<file path="src/hw/rtl/mfep_pkg.sv">
package mfep_pkg;

  typedef enum logic [16:0] {
    PH_HDR_TAG   = 17'h00001,
    PH_HDR_LEN   = 17'h00002,
    PH_HDR_FMT   = 17'h00004,
    PH_HDR_TRK   = 17'h00008,
    PH_HDR_DIV   = 17'h00010,
    PH_HDR_SKIP  = 17'h00020,
    PH_TRK_TAG   = 17'h00040,
    PH_TRK_LEN   = 17'h00080,
    PH_DELTA     = 17'h00100,
    PH_STATUS    = 17'h00200,
    PH_META_TYPE = 17'h00400,
    PH_META_LEN1 = 17'h00800,
    PH_LEN_VLQ   = 17'h01000,
    PH_SKIP      = 17'h02000,
    PH_DATA1     = 17'h04000,
    PH_DATA2     = 17'h08000,
    PH_ERROR     = 17'h10000
  } phase_t;

  typedef enum logic [1:0] {
    RK_CHANNEL = 2'd0,
    RK_HEADER  = 2'd1,
    RK_ERROR   = 2'd2
  } result_kind_t;

  typedef enum logic [2:0] {
    ERR_BAD_MTHD   = 3'd0,
    ERR_BAD_MTRK   = 3'd1,
    ERR_SHORT_HDR  = 3'd2,
    ERR_BAD_FORMAT = 3'd3,
    ERR_BAD_STATUS = 3'd4,
    ERR_LONG_VLQ   = 3'd5
  } error_code_t;

  localparam logic [31:0] TAG_HEAD  = 32'h4D546864;
  localparam logic [31:0] TAG_TRACK = 32'h4D54726B;
  localparam logic [31:0] HDR_MIN_LEN = 32'd6;

  localparam logic [7:0] ST_META   = 8'hFF;
  localparam logic [7:0] ST_SYSEX  = 8'hF0;
  localparam logic [7:0] ST_ESCAPE = 8'hF7;
  localparam logic [3:0] NIB_PROGRAM  = 4'hC;
  localparam logic [3:0] NIB_CHAN_PRS = 4'hD;

  localparam logic [7:0] META_SEQ_NUM  = 8'h00;
  localparam logic [7:0] META_CH_PFX   = 8'h20;
  localparam logic [7:0] META_END_TRK  = 8'h2F;
  localparam logic [7:0] META_TEMPO    = 8'h51;
  localparam logic [7:0] META_SMPTE    = 8'h54;
  localparam logic [7:0] META_TIME_SIG = 8'h58;
  localparam logic [7:0] META_KEY_SIG  = 8'h59;

  typedef struct packed {
    logic [1:0]  result_kind;
    logic [27:0] delta_time;
    logic [2:0]  event_kind;
    logic [3:0]  channel_number;
    logic [7:0]  data_first;
    logic [7:0]  data_second;
    logic [1:0]  file_format;
    logic [15:0] track_count;
    logic [15:0] ticks_per_quarter;
    logic [2:0]  error_code;
  } result_t;

  function automatic logic [7:0] tag_byte(input logic [31:0] tag, input logic [1:0] idx);
    logic [7:0] r;
    case (idx)
      2'd0: r = tag[31:24];
      2'd1: r = tag[23:16];
      2'd2: r = tag[15:8];
      default: r = tag[7:0];
    endcase
    return r;
  endfunction

  function automatic logic meta_short_len(input logic [7:0] b);
    return (b == META_SEQ_NUM) || (b == META_CH_PFX) || (b == META_END_TRK) ||
           (b == META_TEMPO) || (b == META_SMPTE) || (b == META_TIME_SIG) ||
           (b == META_KEY_SIG);
  endfunction

endpackage

</file>
<file path="src/hw/rtl/mfep_in_stage.sv">
module mfep_in_stage (
  input  logic       clk,
  input  logic       rst,
  input  logic       in_valid,
  output logic       in_stall,
  input  logic [7:0] byte_value,
  input  logic       advance,
  output logic       held_valid,
  output logic [7:0] held_byte
);

  assign in_stall = held_valid && !advance;

  always_ff @(posedge clk) begin
    if (rst) begin
      held_valid <= 1'b0;
    end else if (!in_stall) begin
      held_valid <= in_valid;
    end
  end

  always_ff @(posedge clk) begin
    if (in_valid && !in_stall) begin
      held_byte <= byte_value;
    end
  end

endmodule

</file>
<file path="src/hw/rtl/mfep_core.sv">
module mfep_core (
  input  logic             clk,
  input  logic             rst,
  input  logic             advance,
  input  logic [7:0]       b,
  output logic             emit,
  output mfep_pkg::result_t result
);
  import mfep_pkg::*;

  phase_t      parse_phase, parse_phase_next;
  logic [2:0]  field_byte_index, field_byte_index_next;
  logic [31:0] shift_accumulator, shift_accumulator_next;
  logic [31:0] chunk_length, chunk_length_next;
  logic [31:0] bytes_consumed, bytes_consumed_next;
  logic [31:0] skip_remaining, skip_remaining_next;
  logic [27:0] vlq_value, vlq_value_next;
  logic [2:0]  vlq_byte_count, vlq_byte_count_next;
  logic [7:0]  latched_status, latched_status_next;
  logic [7:0]  latched_data, latched_data_next;
  logic [1:0]  header_format, header_format_next;
  logic [15:0] header_tracks, header_tracks_next;

  logic [31:0] acc_shift;
  logic [2:0]  idx_inc;
  logic [27:0] vlq_shift;
  logic [2:0]  vlq_cnt_inc;
  logic        do_end;
  logic        do_skip;
  logic [31:0] skip_len;
  logic        track_phase;

  always_comb begin
    acc_shift   = {shift_accumulator[23:0], b};
    idx_inc     = field_byte_index + 3'd1;
    vlq_shift   = {vlq_value[20:0], b[6:0]};
    vlq_cnt_inc = vlq_byte_count + 3'd1;
    track_phase = (parse_phase == PH_DELTA) || (parse_phase == PH_STATUS) ||
                  (parse_phase == PH_META_TYPE) || (parse_phase == PH_META_LEN1) ||
                  (parse_phase == PH_LEN_VLQ) || (parse_phase == PH_SKIP) ||
                  (parse_phase == PH_DATA1) || (parse_phase == PH_DATA2);

    parse_phase_next       = parse_phase;
    field_byte_index_next  = field_byte_index;
    shift_accumulator_next = shift_accumulator;
    chunk_length_next      = chunk_length;
    bytes_consumed_next    = track_phase ? bytes_consumed + 32'd1 : bytes_consumed;
    skip_remaining_next    = skip_remaining;
    vlq_value_next         = vlq_value;
    vlq_byte_count_next    = vlq_byte_count;
    latched_status_next    = latched_status;
    latched_data_next      = latched_data;
    header_format_next     = header_format;
    header_tracks_next     = header_tracks;
    do_end   = 1'b0;
    do_skip  = 1'b0;
    skip_len = 32'd0;
    emit     = 1'b0;
    result   = '0;

    case (parse_phase)
      PH_HDR_TAG, PH_TRK_TAG: begin
        if (b != tag_byte((parse_phase == PH_HDR_TAG) ? TAG_HEAD : TAG_TRACK,
                          field_byte_index[1:0])) begin
          emit = 1'b1;
          result.result_kind = RK_ERROR;
          result.error_code = (parse_phase == PH_HDR_TAG) ? ERR_BAD_MTHD : ERR_BAD_MTRK;
          parse_phase_next = PH_ERROR;
        end else if (idx_inc >= 3'd4) begin
          field_byte_index_next  = 3'd0;
          shift_accumulator_next = 32'd0;
          parse_phase_next = (parse_phase == PH_HDR_TAG) ? PH_HDR_LEN : PH_TRK_LEN;
        end else begin
          field_byte_index_next = idx_inc;
        end
      end
      PH_HDR_LEN: begin
        shift_accumulator_next = acc_shift;
        field_byte_index_next  = idx_inc;
        if (idx_inc >= 3'd4) begin
          field_byte_index_next = 3'd0;
          chunk_length_next = acc_shift;
          if (acc_shift < HDR_MIN_LEN) begin
            emit = 1'b1;
            result.result_kind = RK_ERROR;
            result.error_code = ERR_SHORT_HDR;
            parse_phase_next = PH_ERROR;
          end else begin
            shift_accumulator_next = 32'd0;
            parse_phase_next = PH_HDR_FMT;
          end
        end
      end
      PH_HDR_FMT: begin
        shift_accumulator_next = acc_shift;
        field_byte_index_next  = idx_inc;
        if (idx_inc >= 3'd2) begin
          field_byte_index_next = 3'd0;
          if (acc_shift[15:0] > 16'd2) begin
            emit = 1'b1;
            result.result_kind = RK_ERROR;
            result.error_code = ERR_BAD_FORMAT;
            parse_phase_next = PH_ERROR;
          end else begin
            header_format_next = acc_shift[1:0];
            shift_accumulator_next = 32'd0;
            parse_phase_next = PH_HDR_TRK;
          end
        end
      end
      PH_HDR_TRK: begin
        shift_accumulator_next = acc_shift;
        field_byte_index_next  = idx_inc;
        if (idx_inc >= 3'd2) begin
          field_byte_index_next  = 3'd0;
          header_tracks_next     = acc_shift[15:0];
          shift_accumulator_next = 32'd0;
          parse_phase_next = PH_HDR_DIV;
        end
      end
      PH_HDR_DIV: begin
        shift_accumulator_next = acc_shift;
        field_byte_index_next  = idx_inc;
        if (idx_inc >= 3'd2) begin
          field_byte_index_next = 3'd0;
          emit = 1'b1;
          result.result_kind = RK_HEADER;
          result.file_format = header_format;
          result.track_count = header_tracks;
          result.ticks_per_quarter = acc_shift[15:0];
          if (chunk_length > HDR_MIN_LEN) begin
            skip_remaining_next = chunk_length - HDR_MIN_LEN;
            parse_phase_next = PH_HDR_SKIP;
          end else begin
            parse_phase_next = PH_TRK_TAG;
          end
        end
      end
      PH_HDR_SKIP: begin
        skip_remaining_next = skip_remaining - 32'd1;
        if (skip_remaining == 32'd1) begin
          parse_phase_next = PH_TRK_TAG;
          field_byte_index_next = 3'd0;
        end
      end
      PH_TRK_LEN: begin
        shift_accumulator_next = acc_shift;
        field_byte_index_next  = idx_inc;
        if (idx_inc >= 3'd4) begin
          field_byte_index_next = 3'd0;
          chunk_length_next = acc_shift;
          bytes_consumed_next = 32'd0;
          do_end = 1'b1;
        end
      end
      PH_DELTA, PH_LEN_VLQ: begin
        vlq_value_next = vlq_shift;
        vlq_byte_count_next = vlq_cnt_inc;
        if (b[7]) begin
          if (vlq_cnt_inc >= 3'd4) begin
            emit = 1'b1;
            result.result_kind = RK_ERROR;
            result.error_code = ERR_LONG_VLQ;
            parse_phase_next = PH_ERROR;
          end
        end else if (parse_phase == PH_DELTA) begin
          parse_phase_next = PH_STATUS;
        end else begin
          do_skip = 1'b1;
          skip_len = {4'd0, vlq_shift};
        end
      end
      PH_STATUS: begin
        if (b == ST_META) begin
          parse_phase_next = PH_META_TYPE;
        end else if (b == ST_SYSEX || b == ST_ESCAPE) begin
          vlq_value_next = 28'd0;
          vlq_byte_count_next = 3'd0;
          parse_phase_next = PH_LEN_VLQ;
        end else if (b[7] && b < ST_SYSEX) begin
          latched_status_next = b;
          parse_phase_next = PH_DATA1;
        end else begin
          emit = 1'b1;
          result.result_kind = RK_ERROR;
          result.error_code = ERR_BAD_STATUS;
          parse_phase_next = PH_ERROR;
        end
      end
      PH_META_TYPE: begin
        if (meta_short_len(b)) begin
          parse_phase_next = PH_META_LEN1;
        end else begin
          vlq_value_next = 28'd0;
          vlq_byte_count_next = 3'd0;
          parse_phase_next = PH_LEN_VLQ;
        end
      end
      PH_META_LEN1: begin
        do_skip = 1'b1;
        skip_len = {24'd0, b};
      end
      PH_SKIP: begin
        skip_remaining_next = skip_remaining - 32'd1;
        if (skip_remaining == 32'd1) begin
          do_end = 1'b1;
        end
      end
      PH_DATA1, PH_DATA2: begin
        if (parse_phase == PH_DATA1) begin
          latched_data_next = b;
        end
        if (parse_phase == PH_DATA2 || latched_status[7:4] == NIB_PROGRAM ||
            latched_status[7:4] == NIB_CHAN_PRS) begin
          emit = 1'b1;
          result.result_kind = RK_CHANNEL;
          result.delta_time = vlq_value;
          result.event_kind = latched_status[6:4];
          result.channel_number = latched_status[3:0];
          result.data_first = (parse_phase == PH_DATA1) ? b : latched_data;
          result.data_second = (parse_phase == PH_DATA2) ? b : 8'd0;
          do_end = 1'b1;
        end else begin
          parse_phase_next = PH_DATA2;
        end
      end
      default: begin
        bytes_consumed_next = bytes_consumed;
      end
    endcase

    if (do_skip) begin
      if (skip_len == 32'd0) begin
        do_end = 1'b1;
      end else begin
        skip_remaining_next = skip_len;
        parse_phase_next = PH_SKIP;
      end
    end

    if (do_end) begin
      if (bytes_consumed_next >= chunk_length_next) begin
        parse_phase_next = PH_TRK_TAG;
        field_byte_index_next = 3'd0;
      end else begin
        vlq_value_next = 28'd0;
        vlq_byte_count_next = 3'd0;
        parse_phase_next = PH_DELTA;
      end
    end
  end

  always_ff @(posedge clk) begin
    if (rst) begin
      parse_phase       <= PH_HDR_TAG;
      field_byte_index  <= 3'd0;
      shift_accumulator <= 32'd0;
      chunk_length      <= 32'd0;
      bytes_consumed    <= 32'd0;
      skip_remaining    <= 32'd0;
      vlq_value         <= 28'd0;
      vlq_byte_count    <= 3'd0;
      latched_status    <= 8'd0;
      latched_data      <= 8'd0;
      header_format     <= 2'd0;
      header_tracks     <= 16'd0;
    end else if (advance) begin
      parse_phase       <= parse_phase_next;
      field_byte_index  <= field_byte_index_next;
      shift_accumulator <= shift_accumulator_next;
      chunk_length      <= chunk_length_next;
      bytes_consumed    <= bytes_consumed_next;
      skip_remaining    <= skip_remaining_next;
      vlq_value         <= vlq_value_next;
      vlq_byte_count    <= vlq_byte_count_next;
      latched_status    <= latched_status_next;
      latched_data      <= latched_data_next;
      header_format     <= header_format_next;
      header_tracks     <= header_tracks_next;
    end
  end

endmodule

</file>
<file path="src/hw/rtl/mfep_out_reg.sv">
module mfep_out_reg (
  input  logic             clk,
  input  logic             rst,
  input  logic             advance,
  input  logic             emit,
  input  mfep_pkg::result_t result,
  input  logic             out_stall,
  output logic             room,
  output logic             out_valid,
  output mfep_pkg::result_t held
);
  import mfep_pkg::*;

  assign room = !out_valid || !out_stall;

  always_ff @(posedge clk) begin
    if (rst) begin
      out_valid <= 1'b0;
    end else if (room) begin
      out_valid <= advance && emit;
    end
  end

  always_ff @(posedge clk) begin
    if (room && advance && emit) begin
      held <= result;
    end
  end

endmodule

</file>
<file path="src/hw/rtl/midi_file_event_parser.sv">
// Standard MIDI File parser: feed the file one byte per input transaction. The
// block checks the MThd header, emits one header result (format, track count,
// ticks per quarter), then walks MTrk chunks and emits one result per channel
// event (note on/off, pressure, controller, program, pitch bend) with its delta
// time. Sysex and meta events are skipped; running status is not supported. On
// any error a single error result is emitted and all further bytes are
// swallowed until reset. One parse state machine handles every byte; a new
// byte is accepted every cycle unless out_stall holds a full result register.
// A byte goes from an input register through the parser to a result register.
module midi_file_event_parser (
  input  logic        clk,
  input  logic        rst,
  input  logic        in_valid,
  output logic        in_stall,
  input  logic [7:0]  byte_value,
  output logic        out_valid,
  input  logic        out_stall,
  output logic [1:0]  result_kind,
  output logic [27:0] delta_time,
  output logic [2:0]  event_kind,
  output logic [3:0]  channel_number,
  output logic [7:0]  data_first,
  output logic [7:0]  data_second,
  output logic [1:0]  file_format,
  output logic [15:0] track_count,
  output logic [15:0] ticks_per_quarter,
  output logic [2:0]  error_code
);
  import mfep_pkg::*;

  logic       held_valid;
  logic [7:0] held_byte;
  logic       advance;
  logic       room;
  logic       emit;
  result_t    result;
  result_t    held;

  assign advance = held_valid && room;

  mfep_in_stage u_in (
    .clk        (clk),
    .rst        (rst),
    .in_valid   (in_valid),
    .in_stall   (in_stall),
    .byte_value (byte_value),
    .advance    (advance),
    .held_valid (held_valid),
    .held_byte  (held_byte)
  );

  mfep_core u_core (
    .clk     (clk),
    .rst     (rst),
    .advance (advance),
    .b       (held_byte),
    .emit    (emit),
    .result  (result)
  );

  mfep_out_reg u_out (
    .clk       (clk),
    .rst       (rst),
    .advance   (advance),
    .emit      (emit),
    .result    (result),
    .out_stall (out_stall),
    .room      (room),
    .out_valid (out_valid),
    .held      (held)
  );

  assign result_kind       = held.result_kind;
  assign delta_time        = held.delta_time;
  assign event_kind        = held.event_kind;
  assign channel_number    = held.channel_number;
  assign data_first        = held.data_first;
  assign data_second       = held.data_second;
  assign file_format       = held.file_format;
  assign track_count       = held.track_count;
  assign ticks_per_quarter = held.ticks_per_quarter;
  assign error_code        = held.error_code;

endmodule
</file>
<file path="config.mk">
export PLATFORM = sky130hd
export DESIGN_NAME = midi_file_event_parser
export DESIGN_NICKNAME = d
export VERILOG_FILES = /design/src/hw/rtl/mfep_pkg.sv /design/src/hw/rtl/mfep_in_stage.sv /design/src/hw/rtl/mfep_core.sv /design/src/hw/rtl/mfep_out_reg.sv /design/src/hw/rtl/midi_file_event_parser.sv
export SDC_FILE = /design/constraint.sdc
export NUM_CORES = 1
export LEC_CHECK = 0
export ABC_AREA = 1
export BUFFER_PORTS_ARGS = -buffer_cell sky130_fd_sc_hd__buf_2
export CORE_ASPECT_RATIO = 1.25
export CORE_MARGIN = 4
export CORE_UTILIZATION = 40
export DETAILED_ROUTE_END_ITERATION = 10
export PLACE_DENSITY = 0.59
export SLEW_MARGIN = 20
export SYNTH_ARGS = -nofsm -noshare
export SYNTH_HDL_FRONTEND = slang
export SYNTH_SLANG_ARGS = --single-unit
</file>
<file path="constraint.sdc">
create_clock -name clk -period 4.65 [get_ports clk]
set_input_delay 0.465 -clock clk [delete_from_list [all_inputs] [get_ports clk]]
set_output_delay 0.465 -clock clk [all_outputs]
set_load 0.03 [all_outputs]
</file>
# Yosys cells after proc, flatten, opt, wreduce, memory -nomap -nowiden
# Cells that the tools add are included.
[op_classes] addsub=5 magnitude_cmp=8 eq_ne=33 n_mux=113 n_bitwise=3 reduce_logical=48
[op_table] op="$mux W17" n=19
[op_table] op="$mux W32" n=9
[op_table] op="$pmux W32 S2" n=3
[op_table] op="$pmux W17 S10" n=1
[op_table] op="$mux W24" n=7
[op_table] op="$mux W28" n=6
[op_table] op="$pmux W24 S5" n=1
[op_table] op="$pmux W28 S3" n=1
[op_table] op="$mux W3" n=19
[op_table] op="$add A32 B1 Y32 const B" n=1
[op_table] op="$eq A32 B1 Y1 const B" n=1
[op_table] op="$eq A8 B7 Y1 const B" n=4
[op_table] op="$ge A32 B32 Y1" n=1
[op_table] op="$gt A32 B3 Y1 const B" n=1
[op_table] op="$logic_not A32 Y1" n=1
[op_table] op="$lt A32 B3 Y1 const B" n=1
[op_table] op="$sub A32 B1 Y32 const B" n=1
[op_table] op="$sub A32 B3 Y32 const B" n=1
[op_table] op="$mux W13" n=2
[op_table] op="$eq A8 B8 Y1 const B" n=3
[op_table] op="$mux W2" n=12
[op_table] op="$mux W8" n=3
[op_table] op="$pmux W8 S3" n=1
[op_table] op="$mux W1" n=20
[op_table] op="other kinds (51)" n=91
[totals] regBits=305 input_bits=12 output_inout_bits=92 elab_cells=235

# Longest topological paths before layout
# Gate-level depths: netlist of run 1.
[logic_depth] ltp_word=14 ltp_mapped=33 depth_no_buf=31

# Modules after synthesis
# A second synthesis of run 1 with hierarchy kept.
[hier_totals] hier_cells=2603 area_unflattened_um2=18694.2
[by_module_without_submodules] mod="mfep_core" n_inst=1 cells_per_inst=2491 area_each_um2=15653.8 seq_area_each_um2=4103.9
[by_module_without_submodules] mod="mfep_out_reg" n_inst=1 cells_per_inst=95 area_each_um2=2746.4 seq_area_each_um2=2722.6
[by_module_without_submodules] mod="mfep_in_stage" n_inst=1 cells_per_inst=15 area_each_um2=286.5 seq_area_each_um2=260.2
[by_module_without_submodules] mod="midi_file_event_parser" n_inst=1 cells_per_inst=2 area_each_um2=7.5 seq_area_each_um2=0.0

# Worst setup path before layout of run 1
# OpenSTA, ideal clock, no wires.
[synth_timing] path_type="register -> register" from="register u_core.field_byte_index[0]" to="register u_out.held[0] (netlist name)" setup_time_ns=0.444 arrival_ns=3.616 required_time_ns=4.206 slack_ns=0.591 stages_incl_launch_ff=14 n_path_buf=2 synth_period_minus_slack_ns=4.059 path_cell_list="dfxtp_1 > ha_1 > clkbuf_1 > inv_1 > nand2_1 > nand2_1 > inv_2 > nor2_1 > buf_2 > nor2_1 > clkinv_1 > nand4_1 > nand3_1 > inv_1"
[synth_between] elab_chain_cells=7 elab_cells_between_ends=15 classes_between="add/sub (1); order compare (2); eq/ne (3); mux (7); reduce/logical (2)"
[synth_rtl] item="from (decl)" line_no="mfep_core.sv:12" source="logic [2:0] field_byte_index, field_byte_index_next;"
[synth_rtl] item="from (signal assigned)" line_no="mfep_core.sv:269" source="field_byte_index <= field_byte_index_next;"
[synth_rtl] item="$eq A2 B2 Y1 (tied with other cells)" line_no="mfep_pkg.sv:71" source="case (idx)"
[synth_rtl] item="$pmux W8 S3" line_no="mfep_pkg.sv:71"
[synth_rtl] item="$mux W8" line_no="mfep_core.sv:61" source="case (parse_phase)"
[synth_rtl] item="$ne A8 B8 Y1" line_no="mfep_core.sv:63" source="if (b != tag_byte((parse_phase == PH_HDR_TAG) ? TAG_HEAD : TAG_TRACK,"
[synth_rtl] item="$mux W1" line_no="mfep_core.sv:63"
[synth_rtl] item="$pmux W1 S7 (*)" line_no="mfep_core.sv:61"
[synth_rtl] item="$logic_and A1 B1 Y1 (*)" line_no="mfep_out_reg.sv:25" source="if (room && advance && emit) begin"
# Mark *: on every way between the ends. The rest lies on a longest branch, timed or not. The select of a mux whose other input is x is not followed.
# A chain may end at the register's enable or synchronous reset.

# Worst setup path in the final report of run 1
[layout_timing] from="register u_core.parse_phase[5]" to="register u_core.vlq_value[21]"
[layout_between] elab_chain_cells=14 elab_cells_between_ends=48 classes_between="order compare (1); eq/ne (16); mux (17); reduce/logical (14)"
[layout_rtl] item="from (decl)" line_no="mfep_core.sv:11" source="phase_t parse_phase, parse_phase_next;"
[layout_rtl] item="from (signal assigned)" line_no="mfep_core.sv:268" source="parse_phase <= parse_phase_next;"
[layout_rtl] item="$eq A17 B9 Y1 or $eq A17 B10 Y1 (tied branches)" line_no="mfep_core.sv:38, mfep_core.sv:61"
[layout_rtl] item="$logic_or A1 B1 Y1 (2 in a row)" line_no="mfep_core.sv:38" source="track_phase = (parse_phase == PH_DELTA) || (parse_phase == PH_STATUS) ||"
[layout_rtl] item="$logic_or A1 B1 Y1 (2 in a row)" line_no="mfep_core.sv:39" source="(parse_phase == PH_META_TYPE) || (parse_phase == PH_META_LEN1) ||"
[layout_rtl] item="$logic_or A1 B1 Y1 (2 in a row)" line_no="mfep_core.sv:40" source="(parse_phase == PH_LEN_VLQ) || (parse_phase == PH_SKIP) ||"
[layout_rtl] item="$logic_or A1 B1 Y1" line_no="mfep_core.sv:41" source="(parse_phase == PH_DATA1) || (parse_phase == PH_DATA2);"
[layout_rtl] item="$mux W32" line_no="mfep_core.sv:47" source="bytes_consumed_next = track_phase ? bytes_consumed + 32'd1 : bytes_consumed;"
[layout_rtl] item="$mux W32" line_no="mfep_core.sv:149" source="if (idx_inc >= 3'd4) begin"
[layout_rtl] item="$pmux W32 S2 (*)" line_no="mfep_core.sv:61"
[layout_rtl] item="via u_core.bytes_consumed_next[18]" line_no="mfep_core.sv:15" source="logic [31:0] bytes_consumed, bytes_consumed_next;"
[layout_rtl] item="$ge A32 B32 Y1 (*)" line_no="mfep_core.sv:242" source="if (bytes_consumed_next >= chunk_length_next) begin"
[layout_rtl] item="$mux W28 (*)" line_no="mfep_core.sv:242"
[layout_rtl] item="$mux W28 (*)" line_no="mfep_core.sv:241" source="if (do_end) begin"
[layout_rtl] item="to (signal assigned)" line_no="mfep_core.sv:274" source="vlq_value <= vlq_value_next;"
[layout_rtl] item="to (decl)" line_no="mfep_core.sv:17" source="logic [27:0] vlq_value, vlq_value_next;"
# The timed path passes the listed nets; every way through them passes the cells marked *.

==> results.md, run 1 <==
- Status: finished, final reports clean
- Setup Crit Path Kind: flop to flop
- Vias in the first global route: 17260
- CP Launch Type: flop
- Worst-path maximum fanout: 19
- Ports: 104
- Post-route cell area: 0.02080 sq mm
- Max-slew violation count: 0
- Power share of the sequential group: 0.401
- Nets: 2737
- CP required: 5.12 ns
- Initial Utilization: 0.4046
- Syn avg cell area: 7.046 sq um
- Adder-cell share of the synthesized area: 0.02807
- Number of port buffers: 103
- Placed cell areas: 0.01951 sq mm
- Commonest cells in the netlist: nand2_1, nor2_1, inv_1, a21oi_1, dfxtp_1
- Switching Share: 0.3298
- Grt total ovfl: 0
- Crit path DAT: 4.71 ns
- Htree depth: 2
- Post-Synth Simple-Gate Area: 0.2942
- Die area: 0.04920 sq mm
- Mapped Cells: 2594
- Final setup viols: 0
- Post-DR vias/cell: 5.541
- Mux contribution to synthesized area: 0
- Switch Pwr: 0.002482 W
- Most common cell in the netlist: nand2_1
- Least-Margin Pin Slew: 0.9268 ns
- Post-synth EDFFs: 98
- Yosys warning count: 0
- Minimum clock period after layout: 4.239 ns
- Syn nets: 2647
- Antenna viol nets, final: 0
- Clk sinks: 305
- Logic gate share of total power: 0.214
- CTS tree: built
- Clock tree buffer depth: 3
- Post-synthesis sequential area ratio: 0.3878
- Die Span Y: 247.0 um
- DRC Markers: 0
- Largest family of logic cells by synthesized area: simple AND/OR/NAND/NOR gates
- FF+latch count, synth: 305
- Final worst path period share: 0.9116
- Mapped cell area: 0.01828 sq mm
- First-pass GRT wire length: 99570 um
- Clock slew at reported path FFs: 0.06 ns
- Filler cells: 4580
- Die Width: 199.2 um
- Iteration-0 DRC Markers: 1587
- Rows: 87
- Drt first pass iters: 5
- Pint: 0.005042 W
- Core Box Area: 0.04517 sq mm
- Compound-Gate Fraction of Synth Area: 0.1662
- Top FF cell, synth: dfxtp_1
- Final hold slack: 0.08561 ns
- Area of the multi-input gates: 0.009428 sq mm
- RD Place Congestion: 1.003
- Synth top area share: 0.2267
- Area contributors post-synth: dfxtp_1, edfxtp_1, nand2_1
- Max-cap viol count: 0
- Layout cell share with drive strength beyond 1: 0.1214
- Sequential cell area: 0.007088 sq mm
- Clock share of power: 0.385
- PD cells: 361.8 mW/mm^2
- Post-synthesis xor/xnor area fraction: 0.02444
- Detailed Route WL: 64470 um
- Clk Latency, worst-skew pair: 0.56 ns
- Root buffer cell: clkbuf_16
- Placed Instances: 3217
- Hold WC Path Type: input pin to flop
- Leakage: 8.763 nW
- Synth cell types: 58
- Ys async rst share: 0
- Worst VDD drop: 0.2826 mV
- Final HPWL DP: 47260 um
- Max-Slew Margin vs Limit: 0.3774
- Via count: 18230
- DR WL/cell: 19.60 um
- Fin. Hold Viols: 0
- Crit end category: flop
- Fmax achieved: 0.2359 GHz
- Area grow syn2layout: 13.80%
- Post-Layout Cell Count: 3290
- Clock skew: 0.03164 ns
- CTS Buf Count: 36
- Largest net degree at the start of global routing: 97
- Setup_tns: 0 ns
- Largest area contributor in the netlist: dfxtp_1
- GR Util All Layers: 0.2576
- Antenna violations before repair: 0
## repair_timing
item	4_1_cts	5_1_grt
gates resized for setup	0	7
buffers inserted	0	6
hold buffers	0	0
setup endpoints to repair	0	35
## metrics by stage
step,power [W],util,setup slack (ns)
final,0.007524,0.4604,0.4109
after global routing,0.007865,0.4604,-0.007332
after CTS,0.007562,0.4585,0.1831
after detailed placement,0.004647,0.4319,0.2255
after global placement,0.004634,0.4319,0.3225
after floorplan,0.004114,-,0.5906
## registers in the layout (all words and copies together), names as in the netlist
| signal | cells |
|---|---|
| u_out.out_valid | 1 |
| u_core.latched_status | 8 |
| u_core.latched_data | 8 |
| u_core.vlq_value | 28 |
| u_core.header_format | 2 |
| u_core.shift_accumulator | 24 |
| u_core.header_tracks | 16 |
| u_core.chunk_length | 32 |
| u_core.bytes_consumed | 32 |
| u_in.held_byte | 8 |
| u_core.skip_remaining | 32 |
| u_in.held_valid | 1 |
| u_core.vlq_byte_count | 3 |
| u_out.held | 90 |
| u_core.field_byte_index | 3 |
| u_core.parse_phase | 17 |
## critical path: stages, from the launching register on
cell and delay (ns):
dfxtp_1 0.40, nor2_4 0.17, nand2_4 0.13, inv_2 0.15, nand2_2 0.09, nor2_2 0.13
nand4_1 0.18, nand2_1 0.14, nor2_1 0.07, nand2_4 0.20, nand4_1 0.25, buf_4 0.22
nor2_1 0.08, nor2_1 0.04, nand2_1 0.08, inv_1 0.06, ha_1 0.27, nand2_1 0.08
o21a_1 0.20, o221ai_1 0.15, a21oi_1 0.10, nand3_1 0.17, inv_1 0.12, a21oi_4 0.23
buf_12 0.20, nand2_1 0.06, a21oi_1 0.13
## final timing paths
check | start | to | slack, ns | cells after the start
max | u_core.parse_phase[5]$_SDFFE_PP0P_ | u_core.vlq_value[21]$_SDFFE_PP0P_ | 0.41 | 26
min | byte_value[3] | u_in.held_byte[3]$_DFFE_PP_ | 0.09 | 1
max reg2reg | u_core.parse_phase[5]$_SDFFE_PP0P_ | u_core.vlq_value[21]$_SDFFE_PP0P_ | 0.41 | 26
min reg2reg | u_core.skip_remaining[29]$_SDFFE_PP0P_ | u_core.skip_remaining[29]$_SDFFE_PP0P_ | 0.47 | 2
## area by class of cell
| cell class | instances | area share |
|---|---|---|
| antenna | 1 | 0.0001203 |
| clock inverter | 16 | 0.007279 |
| sequential | 305 | 0.3408 |
| multi-input combinational | 1835 | 0.4533 |
| timing repair buffer | 168 | 0.05198 |
| inverter | 338 | 0.06118 |
| clock buffer | 49 | 0.05059 |
| tap | 578 | 0.03477 |
## logic make-up (layout without fill, tap and decap cells)
family / Yosys count / in the layout
other: 0 / 1
adder cells (fa/ha/maj): 41 / 41
AND/OR/NAND/NOR: 1190 / 1191
flip-flops: 305 / 305
buffers and inverters: 455 / 571
AO/OA/AOI/OAI: 552 / 552
XOR/XNOR: 51 / 51
## cells in the final DEF, fill, tap and decap left out, types with 9 or more instances in the layout
master       n
buf_2      102
nand3_1    151
buf_4       60
a211oi_1    14
o22ai_1     17
ha_1        41
nor2_2      10
xor2_1      42
nor3_2      13
o21ai_0    191
inv_1      316
nand2_2     17
o211ai_1    24
dfxtp_1    206
nor4_1      26
nor3_1      75
a31oi_1     12
edfxtp_1    98
xnor2_1      9
nor2_1     341
clkinv_2    11
clkbuf_16   38
inv_2       13
nand4_1     75
nand2_1    443
a21oi_1    251
a21oi_2     10
## per-layer routing
metal	part of all wire	wire (um)	vias up	global-route usage
met4	0.055	3577	0	0.1322
li1	-	-	8863	-
met5	0	0	-	0
met2	0.49	31540	627	0.4439
met1	0.40	26080	8582	0.3133
met3	0.051	3276	158	0.03325
## power groups by stage
stage / sequential (W) / combinational [W] / clock, W
floorplan: 0.00312 / 0.000996 / 0
global placement: 0.00307 / 0.00156 / 0
detailed placement: 0.00307 / 0.00157 / 0
CTS: 0.00302 / 0.00158 / 0.00297
global route: 0.00303 / 0.00177 / 0.00307
finish: 0.00302 / 0.00161 / 0.00290
(Power assumes the default switching activity.)
==> run 2: changes to the inputs <==
--- a/config.mk
+++ b/config.mk
@@ -9,9 +9,10 @@
 export BUFFER_PORTS_ARGS = -buffer_cell sky130_fd_sc_hd__buf_2
 export CORE_ASPECT_RATIO = 1.25
 export CORE_MARGIN = 4
-export CORE_UTILIZATION = 40
+export CORE_UTILIZATION = 45
+export CTS_BUF_LIST = sky130_fd_sc_hd__clkbuf_4 sky130_fd_sc_hd__clkbuf_8
 export DETAILED_ROUTE_END_ITERATION = 10
-export PLACE_DENSITY = 0.59
+export PLACE_DENSITY = 0.65
 export SLEW_MARGIN = 20
 export SYNTH_ARGS = -nofsm -noshare
 export SYNTH_HDL_FRONTEND = slang
==> run 2 against run 1 <==
  * Die area shrank 11%
  * Hold slack lost 0.043 ns
  * Clock skew shrank 0.0069 ns
  * Final cell count shrank 0.33%
  * First-iteration DRC count grew 2.6%
  * Worst setup slack lost 0.053 ns
  * Global-route usage grew 1.0 points
==> results.md, run 2 (same netlist as run 1, synthesis figures left out) <==
- Setup Crit Path Kind: flop to flop (unchanged)
- Max FFs per register: 90 (unchanged)
- Root buffer cell: clkbuf_8 (was clkbuf_16)
- Met1 Use GR: 0.3243 (was 0.3133)
- Biggest register: u_out.held (unchanged)
- Leakage: 8.703 nW (was 8.763 nW)
- Clock slew at reported path FFs: 0.07 ns (was 0.06 ns)
- R2R Path Start: u_core.parse_phase[5]$_SDFFE_PP0P_ (unchanged)
- Kind of cell adding the most delay to the critical path: simple AND/OR/NAND/NOR gates (unchanged)
- Final HPWL DP: 44640 um (was 47260 um)
- Drt first pass iters: 5 (unchanged)
- Max-cap viol count: 0 (unchanged)
- Status: finished, final reports clean (unchanged)
- Worst r2r path cells: 23 (was 26)
- GR Layer Usage met3: 0.03079 (was 0.03325)
- Detailed Route WL: 60880 um (was 64470 um)
- # hold bufs at CTS: 0 (unchanged)
- Fmax achieved: 0.2330 GHz (was 0.2359 GHz)
- DR WL/cell: 18.57 um (was 19.60 um)
- Ports: 104 (unchanged)
- Largest net degree at the start of global routing: 91 (was 97)
- Setup ws final: 0.3583 ns (was 0.4109 ns)
- Rows: 82 (was 87)
- Clock skew: 0.02473 ns (was 0.03164 ns)
- Pre-CTS WS: 0.2822 ns (was 0.2255 ns)
- Hold path cells: 1 (unchanged)
- Crit end category: flop (unchanged)
- Worst reg-to-reg setup slack: 0.36 ns (was 0.41 ns)
- Least-Margin Pin Slew: 0.8993 ns (was 0.9268 ns)
- GR peak layer: met2 (unchanged)
- Die Width: 188.3 um (was 199.2 um)
- GR Util All Layers: 0.2678 (was 0.2576)
- Clk sinks: 305 (unchanged)
- Antenna viol nets, final: 0 (unchanged)
- Antenna violations before repair: 1 (was 0)
- First-pass GRT wire length: 94540 um (was 99570 um)
- PD cells: 352.9 mW/mm^2 (was 361.8 mW/mm^2)
- Clk Latency, worst-skew pair: 0.62 ns (was 0.56 ns)
- Die area: 0.04392 sq mm (was 0.04920 sq mm)
- Via count: 18190 (was 18230)
- Worst-path maximum fanout: 31 (was 19)
- Buffer count from post-CTS setup fixing: 0 (unchanged)
- Initial Utilization: 0.4556 (was 0.4046)
- Commonest non-fill, non-tap cell in the layout: nand2_1 (unchanged)
- Final setup viols: 0 (unchanged)
- CTS tree: built (unchanged)
- Critical-path cell list: nor2_4 -> nand2_4 -> nor2_8 -> nand4_1 -> nand2_1 -> nor3_1 -> nand4_1 -> inv_1 -> nand2_1 -> nand2_1 -> inv_1 -> ha_1 -> nand2_1 -> nor2_1 -> nand2_1 -> nor4_2 -> nand3_1 -> nand3_1 -> inv_1 -> a21oi_4 -> buf_12 -> nand2_1 -> a21oi_1
- Die Span Y: 233.3 um (was 247.0 um)
- Max-Slew Margin vs Limit: 0.3955 (was 0.3774)
- RSZ-0062 raised after global routing: no
- Nets: 2741 (was 2737)
- Worst Path Buf+Inv: 4 (was 5)
- Fin. Hold Viols: 0 (unchanged)
- FF-to-FF End: u_core.vlq_value[22]$_SDFFE_PP0P_ (was u_core.vlq_value[21]$_SDFFE_PP0P_)
- Max-slew violation count: 0 (unchanged)
- Setup_tns: 0 ns (unchanged)
- Grt total ovfl: 0 (unchanged)
- WHS Endpoint: u_in.held_byte[4]$_DFFE_PP_ (was u_in.held_byte[3]$_DFFE_PP_)
- CTS Buf Count: 52 (was 36)
- Area grow syn2layout: 12.60% (was 13.80%)
- Crit-path slowest cell: dfxtp_1 (unchanged)
- Layout cell share with drive strength beyond 1: 0.1285 (was 0.1214)
- CP required: 5.19 ns (was 5.12 ns)
- Final worst path period share: 0.9230 (was 0.9116)
- Hold WC Path Type: input pin to flop (unchanged)
- CP most frequent cell: nand2_1 (unchanged)
- Commonest cells after routing, fill and taps aside: nand2_1, nor2_1, inv_1, a21oi_1, dfxtp_1 (unchanged)
- Crit path DAT: 4.83 ns (was 4.71 ns)
- Clock tree buffer depth: 3 (unchanged)
- Hold Path Origin: byte_value[4] (was byte_value[3])
- Worst VDD drop: 0.2271 mV (was 0.2826 mV)
- M2 GR Usage: 0.4660 (was 0.4439)
- CP Launch Type: flop (unchanged)
- Minimum clock period after layout: 4.292 ns (was 4.239 ns)
- Post-DR vias/cell: 5.547 (was 5.541)
- Iteration-0 DRC Markers: 1629 (was 1587)
- DRC Markers: 0 (unchanged)
- Core Box Area: 0.04012 sq mm (was 0.04517 sq mm)
- Number of port buffers: 103 (unchanged)
- RD Place Congestion: 0.9927 (was 1.003)
- Vias in the first global route: 17170 (was 17260)
- Htree depth: 2 (unchanged)
- Critical path's largest stage delay: 0.52 ns (was 0.40 ns)
==> run 2: cell count changes in the layout (fill, tap and decap cells not counted), moves of 2 or more <==
cell / previous run / this run
bufinv_16: 2 / 4
clkbuf_8: 6 / 58
clkbuf_4: 0 / 14
clkinv_1: 7 / 13
buf_12: 6 / 3
clkbuf_16: 38 / 0
clkbuf_1: 5 / 0
buf_4: 60 / 52
==> run 2: power breakdown <==
part / total [W] / switching, W / internal (W)
combinational: 0.00156 / 0.00112 / 0.000441
sequential: 0.00302 / 0.000129 / 0.00289
clock: 0.00268 / 0.00119 / 0.00149
total: 0.00726 / 0.00244 / 0.00482
==> run 2: per-layer routing <==
layer / share of wire / wire length, um
met2: 0.48 / 29470
met1: 0.40 / 24540
met4: 0.059 / 3620
met3: 0.053 / 3248
met5: 0 / 0
==> run 2: through the flow <==
stage | power, W | util | hold slack [ns] | cell area (sq um) | instances
floorplan | 0.004114 | - | 0.4384 | 18280 | 2594
global placement | 0.004592 | 0.4836 | 0.4514 | 19400 | 3180
detailed placement | 0.004611 | 0.4836 | 0.4573 | 19400 | 3180
CTS | 0.007290 | 0.5122 | 0.01265 | 20550 | 3278
global route | 0.007588 | 0.5130 | 0.01496 | 20580 | 3279
finish | 0.007263 | 0.5130 | 0.04280 | 20580 | 3279
==> run 2: how the worst max path moves through the flow <==
stage | from | end | slack (ns) | depth (start not counted)
5_1_grt | u_core.parse_phase[10]$_SDFFE_PP0P_ | u_core.vlq_value[22]$_SDFFE_PP0P_ | 0.01 | 26
2_1_floorplan | u_core.field_byte_index[0]$_SDFFE_PP0P_ | u_out.held[0]$_DFFE_PP_ | 0.59 | 13
6_report | u_core.parse_phase[5]$_SDFFE_PP0P_ | u_core.vlq_value[22]$_SDFFE_PP0P_ | 0.36 | 23
4_1_cts | u_core.parse_phase[2]$_SDFFE_PP0P_ | u_core.vlq_value[22]$_SDFFE_PP0P_ | 0.25 | 24
3_5_place_dp | u_core.parse_phase[2]$_SDFFE_PP0P_ | u_core.vlq_value[22]$_SDFFE_PP0P_ | 0.28 | 24
3_3_place_gp | u_core.parse_phase[2]$_SDFFE_PP0P_ | u_core.parse_phase[8]$_SDFFE_PP0P_ | 0.31 | 27
==> run 2: what timing repair did <==
action | in CTS | in global routing
endpoints found under the setup margin | 0 | 34
gates resized for setup | 0 | 7
endpoints found under the hold margin | 0 | 0
==> run 2: layout make-up <==
cell class,instances,area (sq um)
timing repair buffer,157,960.9
fill,3949,19540
multi-input combinational,1834,9423
antenna,1,2.502
sequential,305,7089
tap,546,683.2
inverter,338,1272
clock inverter,26,244.0
clock buffer,72,903.4
==> run 3: changes to the inputs <==
--- a/config.mk
+++ b/config.mk
@@ -7,12 +7,14 @@
 export LEC_CHECK = 0
 export ABC_AREA = 1
 export BUFFER_PORTS_ARGS = -buffer_cell sky130_fd_sc_hd__buf_2
+export CELL_PAD_IN_SITES_DETAIL_PLACEMENT = 0
+export CELL_PAD_IN_SITES_GLOBAL_PLACEMENT = 1
 export CORE_ASPECT_RATIO = 1.25
 export CORE_MARGIN = 4
 export CORE_UTILIZATION = 45
 export CTS_BUF_LIST = sky130_fd_sc_hd__clkbuf_4 sky130_fd_sc_hd__clkbuf_8
 export DETAILED_ROUTE_END_ITERATION = 10
-export PLACE_DENSITY = 0.65
+export PLACE_DENSITY = 0.83
 export SLEW_MARGIN = 20
 export SYNTH_ARGS = -nofsm -noshare
 export SYNTH_HDL_FRONTEND = slang
==> run 3 against run 2 <==
  * Sequential power barely moved
  * Global-route usage rose by 1.1 points
  * First-iteration DRC count fell by 0.43%
  * Non-clock buffer count rose by 11
  * Power rose by 0.73%
  * Die area did not move
  * Worst setup slack improved by 0.030 ns
  * Highest routed layer unchanged
  * Design area rose by 0.63%
  * Clock skew rose by 0.020 ns
  * Clock power rose by 2%
==> results.md, run 3 (same netlist as run 1, synthesis figures left out) <==
- First-pass GRT wire length: 97510 um (was 94540 um)
- Crit path depth: 24 (was 23)
- Worst reg-to-reg setup slack: 0.39 ns (was 0.36 ns)
- Die area: 0.04392 sq mm (unchanged)
- CTS Buf Count: 52 (unchanged)
- Fmax achieved: 0.2347 GHz (was 0.2330 GHz)
- Clock slew at reported path FFs: 0.07 ns (about the same)
- Core Box Area: 0.04012 sq mm (unchanged)
- Max-slew violation count: 0 (unchanged)
- Antenna viol nets, final: 0 (unchanged)
- Post-Layout Cell Count: 3290 (was 3279)
- CP most frequent cell: nand2_1 (unchanged)
- Power share of the sequential group: 0.412 (was 0.415)
- Final setup viols: 0 (unchanged)
- Kind of cell adding the most delay to the critical path: simple AND/OR/NAND/NOR gates (unchanged)
- ANT cells: 0 (was 1)
- Detailed Route WL: 62580 um (was 60880 um)
- RSZ-0062 raised after global routing: no (unchanged)
- Layout cell share with drive strength beyond 1: 0.1316 (was 0.1285)
- Die Width: 188.3 um (unchanged)
- Worst VDD drop: 0.2323 mV (was 0.2271 mV)
- FF-to-FF End: u_core.vlq_value[20]$_SDFFE_PP0P_ (was u_core.vlq_value[22]$_SDFFE_PP0P_)
- Largest net degree at the start of global routing: 92 (was 91)
- CP Launch Type: flop (unchanged)
- Crit-path slowest cell: dfxtp_2 (was dfxtp_1)
- Commonest non-fill, non-tap cell in the layout: nand2_1 (unchanged)
- Clock tree buffer depth: 3 (unchanged)
- Clk Latency, worst-skew pair: 0.65 ns (was 0.62 ns)
- Area grow syn2layout: 13.31% (was 12.60%)
- Max FFs per register: 90 (unchanged)
- Hold Path Origin: in_valid (was byte_value[4])
- Biggest register: u_out.held (unchanged)
- Grt total ovfl: 0 (unchanged)
- Vias in the first global route: 17230 (was 17170)
- Minimum clock period after layout: 4.262 ns (was 4.292 ns)
- Commonest cells after routing, fill and taps aside: nand2_1, nor2_1, inv_1, a21oi_1, dfxtp_1 (unchanged)
- Logic gate share of total power: 0.215 (about the same)
- Nets: 2753 (was 2741)
- Hold path cells: 3 (was 1)
- GR Util All Layers: 0.2789 (was 0.2678)
- Status: finished, final reports clean (unchanged)
- Ports: 104 (unchanged)
- Critical-path cell list: nor2_4 -> nand2_4 -> nor2_8 -> nand4_1 -> and3_1 -> nand3_1 -> buf_4 -> a21oi_1 -> o21ai_0 -> nand2_1 -> ha_1 -> nand4_1 -> inv_1 -> nand2_1 -> o211ai_1 -> nand2_1 -> nand2_1 -> nand2_1 -> nand3_1 -> inv_1 -> a21oi_4 -> buf_12 -> nand2_1 -> a21oi_1 (was nor2_4 -> nand2_4 -> nor2_8 -> nand4_1 -> nand2_1 -> nor3_1 -> nand4_1 -> inv_1 -> nand2_1 -> nand2_1 -> inv_1 -> ha_1 -> nand2_1 -> nor2_1 -> nand2_1 -> nor4_2 -> nand3_1 -> nand3_1 -> inv_1 -> a21oi_4 -> buf_12 -> nand2_1 -> a21oi_1)
- Root buffer cell: clkbuf_8 (unchanged)
- Rows: 82 (unchanged)
- Final HPWL DP: 45280 um (was 44640 um)
- Critical path's largest stage delay: 0.38 ns (was 0.52 ns)
- CP required: 5.20 ns (was 5.19 ns)
- Htree depth: 2 (unchanged)
- Antenna violations before repair: 1 (unchanged)
- Max-Slew Margin vs Limit: 0.3330 (was 0.3955)
- Hold WC Path Type: input pin to flop (unchanged)
- DR WL/cell: 19.02 um (was 18.57 um)
- Final worst path period share: 0.9165 (was 0.9230)
- Layout Utilization: 0.5162 (was 0.5130)
- Post-DR vias/cell: 5.488 (was 5.547)
- Setup Crit Path Kind: flop to flop (unchanged)
- Least-Margin Pin Slew: 0.9929 ns (was 0.8993 ns)
- Via count: 18060 (was 18190)
- DRC Markers: 0 (unchanged)
- Worst r2r path cells: 24 (was 23)
- Max-cap viol count: 0 (unchanged)
- Worst Path Buf+Inv: 4 (unchanged)
- Clock share of power: 0.373 (was 0.369)
- Iteration-0 DRC Markers: 1622 (was 1629)
- Switching Share: 0.3346 (was 0.3358)
- CTS tree: built (unchanged)
- Number of port buffers: 103 (unchanged)
- Die Span Y: 233.3 um (unchanged)
- Switch Pwr: 0.002448 W (was 0.002439 W)
- Drt first pass iters: 6 (was 5)
- Placed Instances: 3178 (was 3180)
- Clock skew: 0.04472 ns (was 0.02473 ns)
- Clk sinks: 305 (unchanged)
- Fin. Hold Viols: 0 (unchanged)
- R2R Path Start: u_core.parse_phase[6]$_SDFFE_PP0P_ (was u_core.parse_phase[5]$_SDFFE_PP0P_)
- Pint: 0.004868 W (was 0.004824 W)
- Worst-path maximum fanout: 31 (unchanged)
- Crit path DAT: 4.81 ns (was 4.83 ns)
- Initial Utilization: 0.4556 (unchanged)
- PD cells: 353.3 mW/mm^2 (was 352.9 mW/mm^2)
- Filler cells: 4000 (was 3949)
- Setup_tns: 0 ns (unchanged)
- WHS Endpoint: u_in.held_valid$_SDFFE_PP0N_ (was u_in.held_byte[4]$_DFFE_PP_)
- Placed cell areas: 0.01937 sq mm (was 0.01940 sq mm)
- Leakage: 8.763 nW (was 8.703 nW)
- Post-route cell area: 0.02071 sq mm (was 0.02058 sq mm)
- Crit end category: flop (unchanged)
- RD Place Congestion: 0.9667 (was 0.9927)
run 3: power by group through the flow:
stage,logic [W],registers (W),clock network (W)
6_report,0.00157,0.00301,0.00273
5_1_grt,0.00172,0.00303,0.00291
4_1_cts,0.00154,0.00301,0.00279
3_5_place_dp,0.00153,0.00307,0
3_3_place_gp,0.00153,0.00306,0
2_1_floorplan,0.000996,0.00312,0
run 3: worst max path at each step:
| stage | end | slack [ns] | start |
|---|---|---|---|
| 4_1_cts | u_core.vlq_value[20]$_SDFFE_PP0P_ | 0.22 | u_core.parse_phase[6]$_SDFFE_PP0P_ |
| 5_1_grt | u_core.vlq_value[24]$_SDFFE_PP0P_ | 0.04 | u_core.field_byte_index[1]$_SDFFE_PP0P_ |
| 2_1_floorplan | u_out.held[0]$_DFFE_PP_ | 0.59 | u_core.field_byte_index[0]$_SDFFE_PP0P_ |
| 3_3_place_gp | u_core.parse_phase[8]$_SDFFE_PP0P_ | 0.32 | u_core.parse_phase[2]$_SDFFE_PP0P_ |
| 3_5_place_dp | u_core.vlq_value[20]$_SDFFE_PP0P_ | 0.28 | u_core.parse_phase[2]$_SDFFE_PP0P_ |
| 6_report | u_core.vlq_value[20]$_SDFFE_PP0P_ | 0.39 | u_core.parse_phase[6]$_SDFFE_PP0P_ |
run 3: repair_timing:
action	4_1_cts	5_1_grt
endpoints found under the hold margin	8	0
hold buffers	8	0
gates resized for setup	0	10
setup endpoints to repair	0	34
buffers inserted	0	5
run 3: area by class of cell:
class	instances	area [sq um]	share of cell area
clock inverter	28	256.5	0.01239
clock buffer	70	925.9	0.04471
multi-input combinational	1835	9423	0.4550
sequential	305	7093	0.3425
timing repair buffer	168	1051	0.05075
inverter	338	1276	0.06163
tap	546	683.2	0.03299
run 3: worst min-delay path: stages:
cell     delay, ns
buf_2         0.09
nand2_1       0.11
a21oi_1       0.08
run 3: per-stage QoR:
step                      hold WS, ns  power, W  setup WS (ns)
after floorplan                0.4384  0.004114         0.5906
after global placement         0.4515  0.004591         0.3184
after detailed placement       0.4559  0.004601         0.2785
after CTS                     0.09619  0.007348         0.2183
after global routing           0.1542  0.007655        0.04356
final                          0.1468  0.007316         0.3885
run 3: per-layer routing:
metal / routed length [um] / share of wire / global-route usage / up-vias
met4: 3567 / 0.057 / 0.1439 / 0
met5: 0 / 0 / 0 / -
met2: 29910 / 0.48 / 0.4776 / 576
met3: 3010 / 0.048 / 0.03423 / 164
li1: - / - / - / 8892
met1: 26090 / 0.42 / 0.3458 / 8423
